## src/rtl/cotm_pkg.sv

```systemverilog
// Package for the CIGAR overlap trim and merge block.
// Holds op codes, payload and queue entry types, and saturating add.
// No dependencies.
package cotm_pkg;

  localparam int LengthBits    = 28;
  localparam int CodeBits      = 4;
  localparam int QueueDepthDef = 2;

  typedef logic [LengthBits-1:0] len_t;
  typedef logic [CodeBits-1:0]   code_t;

  localparam len_t LenMax = '1;

  localparam code_t OpM  = 4'd0;
  localparam code_t OpI  = 4'd1;
  localparam code_t OpD  = 4'd2;
  localparam code_t OpN  = 4'd3;
  localparam code_t OpS  = 4'd4;
  localparam code_t OpH  = 4'd5;
  localparam code_t OpP  = 4'd6;
  localparam code_t OpEq = 4'd7;
  localparam code_t OpX  = 4'd8;
  localparam code_t OpJ  = 4'd9;

  typedef struct packed {
    code_t op_code;
    len_t  op_length;
    logic  from_second;
    len_t  skip_len;
    logic  last_op;
  } in_t;

  typedef struct packed {
    code_t out_code;
    len_t  out_length;
    len_t  skipped_read_len;
    logic  bad_op;
    logic  last_out;
  } out_t;

  // Classified op handed from front to back.
  typedef struct packed {
    logic  have;
    code_t code;
    len_t  elen;
    logic  last;
    len_t  skipped;
    logic  bad;
  } entry_t;

  typedef struct packed {
    logic empty;
    logic full;
  } q_status_t;

  function automatic len_t sat_add(len_t a, len_t b);
    logic [LengthBits:0] s;
    s = {1'b0, a} + {1'b0, b};
    return s[LengthBits] ? LenMax : s[LengthBits-1:0];
  endfunction

  function automatic logic is_read_op(code_t c);
    return (c == OpM) || (c == OpEq) || (c == OpX);
  endfunction

endpackage

```

## src/rtl/cotm_front.sv

```systemverilog
// Front stage: accepts ops, trims the mate's overlap and tracks counts.
// Depends on cotm_pkg.
module cotm_front (
  input  logic               clk_i,
  input  logic               rst_ni,
  input  logic               in_valid_i,
  output logic               in_ready_o,
  input  cotm_pkg::in_t      in_data_i,
  input  cotm_pkg::q_status_t q_status_i,
  output logic               push_o,
  output cotm_pkg::entry_t   push_data_o
);

  logic            seg_q, seg_d;
  cotm_pkg::len_t  rem_q, rem_d;
  cotm_pkg::len_t  skd_q, skd_d;
  logic            err_q, err_d;

  logic            seg;
  cotm_pkg::len_t  rem, rem_n, used, skd_n, elen;
  logic            err_n, have, longer;

  assign in_ready_o = !q_status_i.full;
  assign push_o     = in_valid_i && in_ready_o;

  always_comb begin
    seg    = seg_q | in_data_i.from_second;
    rem    = (in_data_i.from_second && !seg_q) ? in_data_i.skip_len : rem_q;
    longer = in_data_i.op_length > rem;
    used   = longer ? rem : in_data_i.op_length;
    have   = 1'b0;
    elen   = '0;
    rem_n  = rem;
    skd_n  = skd_q;
    err_n  = err_q;
    if (in_data_i.op_code > cotm_pkg::OpJ) begin
      err_n = 1'b1;
    end else if (seg && (rem != '0)) begin
      case (in_data_i.op_code)
        cotm_pkg::OpM, cotm_pkg::OpEq, cotm_pkg::OpX,
        cotm_pkg::OpD, cotm_pkg::OpN: begin
          if (cotm_pkg::is_read_op(in_data_i.op_code)) begin
            skd_n = cotm_pkg::sat_add(skd_q, used);
          end
          if (longer) begin
            have = 1'b1;
            elen = in_data_i.op_length - rem;
          end
          rem_n = rem - used;
        end
        cotm_pkg::OpI, cotm_pkg::OpS, cotm_pkg::OpH: begin
          skd_n = cotm_pkg::sat_add(skd_q, in_data_i.op_length);
        end
        cotm_pkg::OpP: begin
          have = 1'b0;
        end
        default: begin
          err_n = 1'b1;
        end
      endcase
    end else begin
      have = 1'b1;
      elen = in_data_i.op_length;
    end

    push_data_o.have    = have;
    push_data_o.code    = in_data_i.op_code;
    push_data_o.elen    = elen;
    push_data_o.last    = in_data_i.last_op;
    push_data_o.skipped = skd_n;
    push_data_o.bad     = err_n;

    seg_d = seg_q;
    rem_d = rem_q;
    skd_d = skd_q;
    err_d = err_q;
    if (push_o) begin
      if (in_data_i.last_op) begin
        seg_d = 1'b0;
        rem_d = '0;
        skd_d = '0;
        err_d = 1'b0;
      end else begin
        seg_d = seg;
        rem_d = rem_n;
        skd_d = skd_n;
        err_d = err_n;
      end
    end
  end

  always_ff @(posedge clk_i or negedge rst_ni) begin
    if (!rst_ni) begin
      seg_q <= 1'b0;
      rem_q <= '0;
      skd_q <= '0;
      err_q <= 1'b0;
    end else begin
      seg_q <= seg_d;
      rem_q <= rem_d;
      skd_q <= skd_d;
      err_q <= err_d;
    end
  end

endmodule

```

## src/rtl/cotm_queue.sv

```systemverilog
// Short FIFO of classified ops between front and back.
// Depends on cotm_pkg.
module cotm_queue #(
  parameter int Depth = cotm_pkg::QueueDepthDef
) (
  input  logic                clk_i,
  input  logic                rst_ni,
  input  logic                push_i,
  input  cotm_pkg::entry_t    push_data_i,
  input  logic                pop_i,
  output cotm_pkg::q_status_t status_o,
  output cotm_pkg::entry_t    head_o
);

  localparam int PtrW = (Depth > 1) ? $clog2(Depth) : 1;
  localparam int CntW = $clog2(Depth + 1);
  localparam logic [PtrW-1:0] PtrLast = PtrW'(Depth - 1);
  localparam logic [CntW-1:0] CntFull = CntW'(Depth);

  cotm_pkg::entry_t    mem_q [Depth];
  logic [PtrW-1:0]     wr_q, wr_d, rd_q, rd_d;
  logic [CntW-1:0]     cnt_q, cnt_d;

  assign status_o.empty = (cnt_q == '0);
  assign status_o.full  = (cnt_q == CntFull);
  assign head_o         = mem_q[rd_q];

  always_comb begin
    wr_d  = wr_q;
    rd_d  = rd_q;
    cnt_d = cnt_q;
    if (push_i) begin
      wr_d = (wr_q == PtrLast) ? '0 : wr_q + 1'b1;
    end
    if (pop_i) begin
      rd_d = (rd_q == PtrLast) ? '0 : rd_q + 1'b1;
    end
    if (push_i && !pop_i) begin
      cnt_d = cnt_q + 1'b1;
    end else if (pop_i && !push_i) begin
      cnt_d = cnt_q - 1'b1;
    end
  end

  always_ff @(posedge clk_i) begin
    if (push_i) begin
      mem_q[wr_q] <= push_data_i;
    end
  end

  always_ff @(posedge clk_i or negedge rst_ni) begin
    if (!rst_ni) begin
      wr_q  <= '0;
      rd_q  <= '0;
      cnt_q <= '0;
    end else begin
      wr_q  <= wr_d;
      rd_q  <= rd_d;
      cnt_q <= cnt_d;
    end
  end

endmodule

```

## src/rtl/cotm_back.sv

```systemverilog
// Back stage: one-entry merge buffer and output register.
// Depends on cotm_pkg.
module cotm_back (
  input  logic                clk_i,
  input  logic                rst_ni,
  input  cotm_pkg::q_status_t q_status_i,
  input  cotm_pkg::entry_t    head_i,
  output logic                pop_o,
  output logic                out_valid_o,
  input  logic                out_ready_i,
  output cotm_pkg::out_t      out_data_o
);

  logic            pv_q, pv_d;
  cotm_pkg::code_t pc_q, pc_d;
  cotm_pkg::len_t  pl_q, pl_d;
  logic            split_q, split_d;
  logic            ov_q, ov_d;
  cotm_pkg::out_t  od_q, od_d;

  logic            slot, eff_have, merge, emit_pend, emit, go;
  logic            npv;
  cotm_pkg::code_t npc;
  cotm_pkg::len_t  npl;

  assign out_valid_o = ov_q;
  assign out_data_o  = od_q;

  always_comb begin
    slot      = !ov_q || out_ready_i;
    eff_have  = head_i.have && !split_q;
    merge     = eff_have && pv_q && (pc_q == head_i.code);
    emit_pend = eff_have && pv_q && !merge;
    emit      = emit_pend || head_i.last;
    go        = !q_status_i.empty && (!emit || slot);
    // Hold the head on a last op that must flush two results.
    pop_o     = go && !(emit_pend && head_i.last);

    npv = pv_q;
    npc = pc_q;
    npl = pl_q;
    if (eff_have) begin
      npv = 1'b1;
      if (merge) begin
        npl = cotm_pkg::sat_add(pl_q, head_i.elen);
      end else begin
        npc = head_i.code;
        npl = head_i.elen;
      end
    end

    if (emit_pend) begin
      od_d.out_code         = pc_q;
      od_d.out_length       = pl_q;
      od_d.skipped_read_len = '0;
      od_d.bad_op           = 1'b0;
      od_d.last_out         = 1'b0;
    end else begin
      od_d.out_code         = npv ? npc : cotm_pkg::OpM;
      od_d.out_length       = npv ? npl : '0;
      od_d.skipped_read_len = head_i.skipped;
      od_d.bad_op           = head_i.bad;
      od_d.last_out         = 1'b1;
    end

    ov_d    = (ov_q && !out_ready_i) || (go && emit);
    pv_d    = pv_q;
    pc_d    = pc_q;
    pl_d    = pl_q;
    split_d = split_q;
    if (go) begin
      split_d = emit_pend && head_i.last;
      if (pop_o && head_i.last) begin
        pv_d = 1'b0;
        pc_d = '0;
        pl_d = '0;
      end else begin
        pv_d = npv;
        pc_d = npc;
        pl_d = npl;
      end
    end
  end

  always_ff @(posedge clk_i) begin
    if (go && emit) begin
      od_q <= od_d;
    end
  end

  always_ff @(posedge clk_i or negedge rst_ni) begin
    if (!rst_ni) begin
      pv_q    <= 1'b0;
      pc_q    <= '0;
      pl_q    <= '0;
      split_q <= 1'b0;
      ov_q    <= 1'b0;
    end else begin
      pv_q    <= pv_d;
      pc_q    <= pc_d;
      pl_q    <= pl_d;
      split_q <= split_d;
      ov_q    <= ov_d;
    end
  end

endmodule

```

## src/rtl/cigar_overlap_trim_merge.sv

```systemverilog
// Throughput: one op per cycle while the queue has space; a last op that both
//   displaces the buffered op and flushes is held at the queue head while the
//   single output register takes the displaced op first. Path: an op enters the
//   queue; the back end registers any result it releases if the output is free.
// Reset: async active low; clears segment, skip, counts, queue and merge buffer.
// Depends on cotm_pkg, cotm_front, cotm_queue, cotm_back.
module cigar_overlap_trim_merge #(
  parameter int QueueDepth = cotm_pkg::QueueDepthDef
) (
  input  logic           clk_i,
  input  logic           rst_ni,
  input  logic           in_valid_i,
  output logic           in_ready_o,
  input  cotm_pkg::in_t  in_data_i,
  output logic           out_valid_o,
  input  logic           out_ready_i,
  output cotm_pkg::out_t out_data_o
);

  // Front -> queue: classified transaction, one per accepted op.
  logic                push;
  cotm_pkg::entry_t    push_data;
  // Queue -> back: head transaction and occupancy.
  logic                pop;
  cotm_pkg::entry_t    head;
  cotm_pkg::q_status_t q_status;

  // Front: sample skip on the first mate op, trim the overlap, count
  // skipped read bases and flag bad codes. Ready only tracks queue space.
  cotm_front u_front (
    .clk_i       (clk_i),
    .rst_ni      (rst_ni),
    .in_valid_i  (in_valid_i),
    .in_ready_o  (in_ready_o),
    .in_data_i   (in_data_i),
    .q_status_i  (q_status),
    .push_o      (push),
    .push_data_o (push_data)
  );

  // Decouple front and back so an output stall does not stop intake at once.
  cotm_queue #(
    .Depth (QueueDepth)
  ) u_queue (
    .clk_i       (clk_i),
    .rst_ni      (rst_ni),
    .push_i      (push),
    .push_data_i (push_data),
    .pop_i       (pop),
    .status_o    (q_status),
    .head_o      (head)
  );

  // Back: merge runs of equal codes, release the buffered op when a different
  // code arrives, and flush the final result with the pair's side info.
  cotm_back u_back (
    .clk_i       (clk_i),
    .rst_ni      (rst_ni),
    .q_status_i  (q_status),
    .head_i      (head),
    .pop_o       (pop),
    .out_valid_o (out_valid_o),
    .out_ready_i (out_ready_i),
    .out_data_o  (out_data_o)
  );

endmodule

```

## config.mk

```make
export PLATFORM = sky130hd
export DESIGN_NAME = cigar_overlap_trim_merge
export DESIGN_NICKNAME = d
export VERILOG_FILES = /design/src/rtl/cotm_pkg.sv /design/src/rtl/cotm_front.sv /design/src/rtl/cotm_queue.sv /design/src/rtl/cotm_back.sv /design/src/rtl/cigar_overlap_trim_merge.sv
export SDC_FILE = /design/constraint.sdc
export NUM_CORES = 1
export LEC_CHECK = 0
export BUFFER_PORTS_ARGS = -buffer_cell sky130_fd_sc_hd__buf_4
export CAP_MARGIN = 15
export CORE_MARGIN = 8
export CORE_UTILIZATION = 43
export DETAILED_ROUTE_END_ITERATION = 6
export PLACE_DENSITY = 0.59
export SETUP_SLACK_MARGIN = 0.5
export SKIP_LAST_GASP = 1
export SLEW_MARGIN = 5
export SYNTH_ARGS = -nofsm -noshare
export SYNTH_HDL_FRONTEND = slang
export SYNTH_SLANG_ARGS = --single-unit
```

## constraint.sdc

```tcl
create_clock -name clk_i -period 11.25 [get_ports clk_i]
set_input_delay 1.125 -clock clk_i [delete_from_list [all_inputs] [get_ports clk_i]]
set_output_delay 1.125 -clock clk_i [all_outputs]
set_load 0.05 [all_outputs]
```

Yosys cells after proc, flatten, opt, wreduce, memory -nomap -nowiden
Memory sizes are Yosys's and may differ from the RTL's. Cells that the tools add are included.

Bits in registers: 159. Logic and storage cells: 123. Bits of input ports: 66. Memory bits (writable): 126. Memories kept: 1.

Order comparisons: 2. Eq/ne operators: 10. Bitwise logic cells: 1. Multiplexer cells: 44. Reductions and logical operators: 39. Add/sub/neg operators: 9.

Memories: u_queue.mem_q (words 2, width 63, rd ports 1, clocked after Yosys merged registers in 0, write ports 1, RTL line cotm_queue.sv:20) `cotm_pkg::entry_t mem_q [Depth];`.

Operators with widths (count): $mux W28 (21); $add A28 B28 Y29 (3); $mux W62 (1); $pmux W28 S2 (1); $sub A28 B28 Y28 (2); $gt A28 B28 Y1 (1); $reduce_bool A28 Y1 (1); $eq A4 B3 Y1 const B (4); $mux W4 (4); $logic_and A1 B1 Y1 (15); $mux W1 (15); $logic_not A1 Y1 (11); $reduce_or A9 Y1 (1); $eq A4 B2 Y1 const B (2); $logic_or A1 B1 Y1 (6); $reduce_or A5 Y1 (1); $eq A4 B1 Y1 const B (1); $eq A4 B4 Y1 (1); $eq A4 B4 Y1 const B (1); $gt A4 B4 Y1 const B (1); $logic_not A4 Y1 (1); $mux W2 (2); $reduce_or A3 Y1 (1); $add A1 B1 Y1 const B (2); 6 further kinds (6).

Logic depth before layout (Yosys ltp)
Gate-level depths: netlist of the first run.

Depth after elaboration: 14. Mapped depth: 32. Depth with buffers taken out: 26.

Modules after synthesis
A second synthesis of the first run with hierarchy kept.

Cells, all modules: 2268. Area total of the unflattened synthesis: 21115.3 um^2.

Modules (own cells, without submodules): cotm_front (cells each 1466, area an instance 10392.5 um^2, sequential area each 1451.4 um^2, instances 1); cotm_back (cells each 590, area an instance 5690.5 um^2, sequential area each 2737.6 um^2, instances 1); cotm_queue (cells each 212, area an instance 5032.3 um^2, sequential area each 3883.7 um^2, instances 1).

Least setup slack after synthesis of the first run
Ideal clock, no wire load.

Path kind: input to register. Start: input port in_data_i[29] in the netlist's numbering. End: memory u_queue.mem_q[0][26] in the netlist's numbering, data pin. Required time: 10974 ps. Setup time: 276 ps. Data arrival time: 6877 ps. Slack: 4097 ps. Buffers on the path: 5. Cell stages on the path: 29. Cell sequence: nand2b_1 -> buf_6 -> buf_1 -> buf_1 -> nand2_1 -> nand2_1 -> inv_1 -> ha_1 -> nand4_1 -> nor2_1 -> nand2_1 -> or3_1 -> o31ai_1 -> a21o_4 -> buf_4 -> buf_2 -> nand2_1 -> o21ai_0 -> ha_1 -> a21oi_1 -> nand2_1 -> o31ai_1 -> o21ai_0 -> a31oi_1 -> o21ai_0 -> and2_1 -> or4_1 -> a31oi_1 -> o21ai_0.

RTL lines: start: declaration (RTL line cigar_overlap_trim_merge.sv:14) `input cotm_pkg::in_t in_data_i,`; end: declaration (RTL line cotm_queue.sv:20).

==> flow_summary.ini, run 1 <==
[drt]
drcViolationCount = 0
wl_per_cell_um = 21.54
antenna_left = 0
routed-via-count = 17440
drt-pass1-iter-count = 5
drt_iter0_drc = 1394
routed_via_density = 5.927
wl_um = 63400

[synth]
muxShareOfSynthArea = 0.05631
yosys_warnings = 0
seq_area_frac_synth = 0.3940
synth-adder-area-share = 0.09088
synthesis.area_sq_um = 20490
syn_avg_cell_area_sq_um = 9.300
yosys.area_share.simple = 0.1370
yosysUniqueCellTypes = 90
syn-num-nets = 2410
ys.flop_type = edfxtp_1
synth_top_family_by_area = compound AO/OA/AOI/OAI gates
synth_compound_gate_area_share = 0.2310
synth-xor-area-share = 0.05374
synthArstFlopShare = 0.3404
synth_cells = 2203
ys_ff_latch = 285
synth_edf_count = 188

[min_path]
min_from = u_back.split_q$_DFFE_PN0P_
min_to = u_back.split_q$_DFFE_PN0P_
hold_path_depth = 1
worst_hold_path_type = flip-flop to flip-flop

[layout]
layout_common_cells = 213 x o21ai_0, 193 x nor2_1, 188 x edfxtp_1, 187 x a21oi_1, 178 x nand2_1
syn_to_final_growth_pct = 13.72
layout_commonest_cell = o21ai_0
antenna_cells = 0
num-fill-cells = 4491
drive_gt1_frac = 0.1229
fin_nets = 2509
stdcell_count = 2943

[timing]
fin_setup_tns_ns = 0
post-route-period-util = 0.6817
rsz0062_at_grt = false
relSlewSlack = 0.2660
setup_violations = 0
maxSlewViolCount = 0
period_minus_slack_ns = 7.669
fin_skew_ns = 0.01454
max_freq_ghz = 0.1304
worstMarginPinSlew_ns = 1.100
hold_violations = 0

[cts]
clk_pin_slew_ns = 0.06
postCtsSetupBuffers = 0
hold_buffers = 0
htree_levels = 2
cts.path.max_buffers = 3
clock-sinks = 285
cts_resized = 0
root_buffer = clkbuf_16
clk_latency_ns = 0.54
cts_tree = yes
numCtsBuffers = 34

[critical_path]
reg2reg_depth = 26
critPathArrivalTime_ns = 8.03
critPathCaptureType = flip-flop
rr_startpoint = u_front.seg_q$_DFFE_PN0P_
reg2reg_slack_ns = 3.68
r2r_end = u_queue.mem_q[0][26]$_DFFE_PP_
path_class = input port to flip-flop
start_kind = input port
critPathMostFrequentCell = inv_1
critPathMaxFanout = 60
crit_slowest_cell = nand2_1
crit_required_ns = 11.61
crit_path_max_incr_delay_ns = 0.68

[die]
die_area_sq_um = 54880
core-area_sq_um = 47350
pin_count = 130
die_h_um = 234.3
start_util = 0.4327
die_width_um = 234.3
rows = 80

[power]
internal-power_w = 0.004086
total_leakage_power_nw = 10.12
clkPwrFrac = 0.148
p_switching_w = 0.003795
pwr-share-seq = 0.240
combPwrFrac = 0.612
p_per_area_nw_per_um2 = 338.3
ir_drop_mv = 0.1470
netSwitchingFraction = 0.4815

[global_route]
grt_max_degree = 63
antenna_found_initial = 2
grt_overflow = 0
grt_pass1_vias = 17260
grt_pass1_wl_um = 97730
track_usage = 0.2288

[outcome]
status = finished clean

[placement]
hpwl_um = 48120
io_buffers = 129
gp_congestion = 0.9860
placedCellCount = 2881

[run]
maxCapViolations = 0
[flip-flops by register name (all words and copies together), names as in the netlist, 2 cells and up]
signal	count
u_back.pc_q	4
u_front.rem_q	28
u_back.out_data_o	62
u_back.pl_q	28
u_queue.cnt_q	2
u_front.skd_q	28
u_queue.mem_q	126
[power groups by stage]
stage / clock, W / sequential (W) / combinational, W
after floorplan: 0 / 0.00226 / 0.00313
after global placement: 0 / 0.00189 / 0.00477
after detailed placement: 0 / 0.00191 / 0.00478
after CTS: 0.00120 / 0.00189 / 0.00481
after global routing: 0.00124 / 0.00194 / 0.00528
final: 0.00117 / 0.00189 / 0.00482
[per-stage QoR]
step	hold WS, ns	utilization	area, sq um	power (W)	setup slack, ns
global route	0.5297	0.4921	23300	0.008449	3.147
finish	0.5094	0.4921	23300	0.007881	3.581
detailed placement	0.4980	0.4671	22110	0.006690	3.115
CTS	0.5121	0.4921	23300	0.007895	3.678
floorplan	0.4594	-	20490	0.005388	4.097
global placement	0.4919	0.4671	22110	0.006662	3.325
[layout make-up]
cell class	instances	area, sq um	share of cell area
multi-input combinational	1724	11730	0.5034
inverter	103	386.6	0.01660
timing repair buffer	154	1156	0.04962
sequential	285	8074	0.3466
clock buffer	43	924.6	0.03969
tap	615	769.5	0.03303
clock inverter	19	259.0	0.01112
[critical path, delay by kind of cell]
kind            cells  cell delay, ns
mux                 1            0.48
buf+inv             5            0.92
compound gates     12            2.70
fa+ha+maj           3            1.08
simple gates        5            1.68
[routing by layer]
layer / vias up / track usage / part of all wire
met5: - / 0 / 0.00027
met4: 2 / 0.07768 / 0.030
met3: 114 / 0.02988 / 0.056
met2: 552 / 0.3866 / 0.47
met1: 8381 / 0.2996 / 0.45
li1: 8395 / - / -
[cells by family after synthesis]
| family | Yosys count |
|---|---|
| simple gates | 603 |
| flops | 285 |
| mux | 109 |
| xor+xnor | 124 |
| fa+ha+maj | 147 |
| compound gates | 741 |
| buf+inv | 194 |
[worst max-delay path by stage]
stage               cells past startpoint                        endpoint          start  slack [ns]
CTS                                    26  u_queue.mem_q[0][26]$_DFFE_PP_  in_data_i[29]        3.68
finish                                 26  u_queue.mem_q[0][26]$_DFFE_PP_  in_data_i[29]        3.58
floorplan                              29  u_queue.mem_q[0][26]$_DFFE_PP_  in_data_i[29]        4.10
global placement                       27  u_queue.mem_q[0][26]$_DFFE_PP_  in_data_i[29]        3.33
detailed placement                     26  u_queue.mem_q[0][26]$_DFFE_PP_  in_data_i[29]        3.11
global route                           27  u_queue.mem_q[0][26]$_DFFE_PP_  in_data_i[29]        3.15
[synth_stat cells, types with 5 or more instances]
library cell | number | share of area
a211oi_1 | 27 | 0.0099
a21o_1 | 59 | 0.022
a21oi_1 | 188 | 0.046
a22o_1 | 51 | 0.022
a22oi_1 | 7 | 0.0026
a31o_2 | 10 | 0.0043
a31oi_1 | 22 | 0.0067
a32o_1 | 8 | 0.0039
a32oi_1 | 5 | 0.0021
a41oi_1 | 9 | 0.0038
and2_1 | 16 | 0.0049
and3_1 | 11 | 0.0034
and4_1 | 5 | 0.0021
buf_2 | 10 | 0.0024
clkbuf_1 | 73 | 0.013
dfrtp_1 | 97 | 0.12
edfxtp_1 | 188 | 0.28
fa_1 | 5 | 0.0049
ha_1 | 136 | 0.083
inv_1 | 103 | 0.019
maj3_1 | 6 | 0.0029
mux2_2 | 26 | 0.014
mux2i_1 | 80 | 0.039
nand2_1 | 178 | 0.033
nand2b_1 | 26 | 0.0079
nand3_1 | 42 | 0.010
nand3b_1 | 5 | 0.0018
nand4_1 | 15 | 0.0046
nor2_1 | 197 | 0.036
nor2b_1 | 14 | 0.0043
nor3_1 | 33 | 0.0081
nor4_1 | 16 | 0.0049
o211ai_1 | 17 | 0.0062
o21a_1 | 23 | 0.0084
o21ai_0 | 214 | 0.052
o21ai_1 | 9 | 0.0022
o21bai_1 | 14 | 0.0051
o22ai_1 | 8 | 0.0024
o31ai_1 | 13 | 0.0048
o41ai_1 | 5 | 0.0021
or2_2 | 7 | 0.0021
or3_1 | 21 | 0.0064
xnor2_1 | 65 | 0.028
xor2_1 | 57 | 0.024
(Power assumes the default switching activity.)
==> inputs of run 2 (changes only) <==
- PLACE_DENSITY: 0.59 -> 0.61
- clock period: 11.25 -> 6.9 ns (I/O delays scaled with it)
==> run 2 against run 1 <==
- critical path depth decreased by 1
- first-iteration DRC count decreased by 12%
- largest power group unchanged
- worst setup slack got worse by 2.8 ns
==> flow_summary.ini, run 2 (synthesis results as in run 1) <==
[power]
total_leakage_power_nw = 10.32
netSwitchingFraction = 0.4823
combPwrFrac = 0.619
pwr-share-seq = 0.233
internal-power_w = 0.006859
p_switching_w = 0.006390
p_per_area_nw_per_um2 = 558.2
clkPwrFrac = 0.149
ir_drop_mv = 0.2917

[min_path]
worst_hold_path_type = input port to asynchronous set/reset pin

[drt]
wl_um = 65610
drcViolationCount = 0
antenna_left = 0
wl_per_cell_um = 22.05
routed-via-count = 17570
routed_via_density = 5.904
drt_iter0_drc = 1233
drt-pass1-iter-count = 5

[global_route]
grt_pass1_vias = 17180
track_usage = 0.2338
grt_max_degree = 65
antenna_found_initial = 1
grt_pass1_wl_um = 99870
grt_overflow = 0

[die]
die_h_um = 234.3
die_area_sq_um = 54880
core-area_sq_um = 47350
rows = 80
start_util = 0.4327
die_width_um = 234.3
pin_count = 130

[critical_path]
crit_required_ns = 7.31
critPathCaptureType = flip-flop
path_class = flip-flop to flip-flop
start_kind = flip-flop
critPathArrivalTime_ns = 6.57
critPathMaxFanout = 27

[timing]
hold_violations = 0
post-route-period-util = 0.8922
rsz0062_at_grt = false
fin_setup_tns_ns = 0
fin_skew_ns = 0.02660
maxSlewViolCount = 0
relSlewSlack = 0.2471
max_freq_ghz = 0.1624
worstMarginPinSlew_ns = 1.128
period_minus_slack_ns = 6.156
setup_violations = 0

[layout]
largest_reg_flops = 126
top_register = u_queue.mem_q
drive_gt1_frac = 0.1449
layout_common_cells = 193 x o21ai_0, 192 x nor2_1, 188 x edfxtp_1, 183 x buf_4, 182 x a21oi_1
layout_commonest_cell = o21ai_0
final_area_sq_um = 23740
fin_nets = 2542
syn_to_final_growth_pct = 15.87
antenna_cells = 0

[cts]
cts.path.max_buffers = 3
cts_tree = yes
htree_levels = 2
clk_pin_slew_ns = 0.07
numCtsBuffers = 34
clock-sinks = 285
clk_latency_ns = 0.56
hold_buffers = 0
root_buffer = clkbuf_16

[placement]
gp_congestion = 0.9545
hpwl_um = 49680
place_area_sq_um = 22330
io_buffers = 129

[run]
maxCapViolations = 0

[outcome]
status = finished clean
run 2: cell types whose count changed in the layout (fill, tap and decap cells not counted), sizes merged:
cell and change:
a21o +2, buf +31, clkbuf +2, clkinv -2
clkinvlp -2, inv +2
run 2: layout make-up:
cell class                 count  area (sq um)
sequential                   285          8075
clock buffer                  45         963.4
multi-input combinational   1726         11870
timing repair buffer         185          1405
inverter                     103         386.6
fill                        4445         23610
tap                          615         769.5
clock inverter                17         267.8
run 2: per-layer routing:
metal  GRT usage  routed length, um  vias to the layer above
li1            -                  -                     8466
met1      0.3105              29420                     8440
met2      0.3926              30590                      563
met3     0.02818               3577                      100
met4     0.07768               2023                        0
met5           0                  0                        -
run 2: path summary, 6_finish.rpt:
kind / from / endpoint / cells after the start / slack, ns
hold reg to reg: u_front.rem_q[4]$_DFFE_PN0P_ / u_front.rem_q[4]$_DFFE_PN0P_ / 2 / 0.52
hold / removal: rst_ni / u_back.pv_q$_DFFE_PN0P_ / 1 / 0.12
max in group asynchronous: rst_ni / u_front.seg_q$_DFFE_PN0P_ / 2 / 5.30
setup reg to reg: u_front.seg_q$_DFFE_PN0P_ / u_queue.mem_q[1][1]$_DFFE_PP_ / 25 / 0.74
min in group clk_i: in_data_i[61] / u_queue.mem_q[0][61]$_DFFE_PP_ / 1 / 0.39
setup / recovery: u_front.seg_q$_DFFE_PN0P_ / u_queue.mem_q[1][1]$_DFFE_PP_ / 25 / 0.74
run 2: worst max-delay path, stage by stage, from the launching register on:
cell      delay [ns]
dfrtp_2         0.48
nand2b_1        0.19
buf_12          0.24
mux2i_1         0.41
ha_1            0.36
nand4_1         0.16
nor2_4          0.07
and3_1          0.17
a311o_1         0.42
a21oi_4         0.28
a21o_4          0.25
nor2_1          0.08
a21oi_2         0.17
ha_1            0.21
inv_1           0.07
fa_1            0.43
nand3b_1        0.22
a21oi_2         0.20
a311oi_2        0.19
o21ai_2         0.21
nand3_1         0.14
nand2_1         0.15
buf_4           0.29
nor2_1          0.07
o21ai_0         0.29
a22o_1          0.20
run 2: what timing repair did:
action,4_1_cts,5_1_grt
gates cloned,1,1
endpoints found under the setup margin,44,101
setup buffers,0,2
gates resized for setup,6,44
pin swaps,0,6
run 2: metrics by stage:
step,setup WS [ns],hold WS (ns),std cells,power [W],util
3_3_place_gp,0.1186,0.4851,2910,0.01102,0.4716
4_1_cts,0.5865,0.1150,2973,0.01311,0.4981
3_5_place_dp,0.009650,0.4933,2910,0.01107,0.4716
2_1_floorplan,0.5673,0.3944,2203,0.008785,-
5_1_grt,0.4659,0.1379,2976,0.01412,0.5014
6_report,0.7440,0.1172,2976,0.01325,0.5014
run 2: power groups by stage:
stage          clock, W  combinational, W  sequential [W]
5_1_grt         0.00207           0.00891         0.00315
3_3_place_gp          0           0.00792         0.00309
6_report        0.00197           0.00820         0.00308
2_1_floorplan         0           0.00511         0.00368
3_5_place_dp          0           0.00796         0.00311
4_1_cts         0.00201           0.00802         0.00308
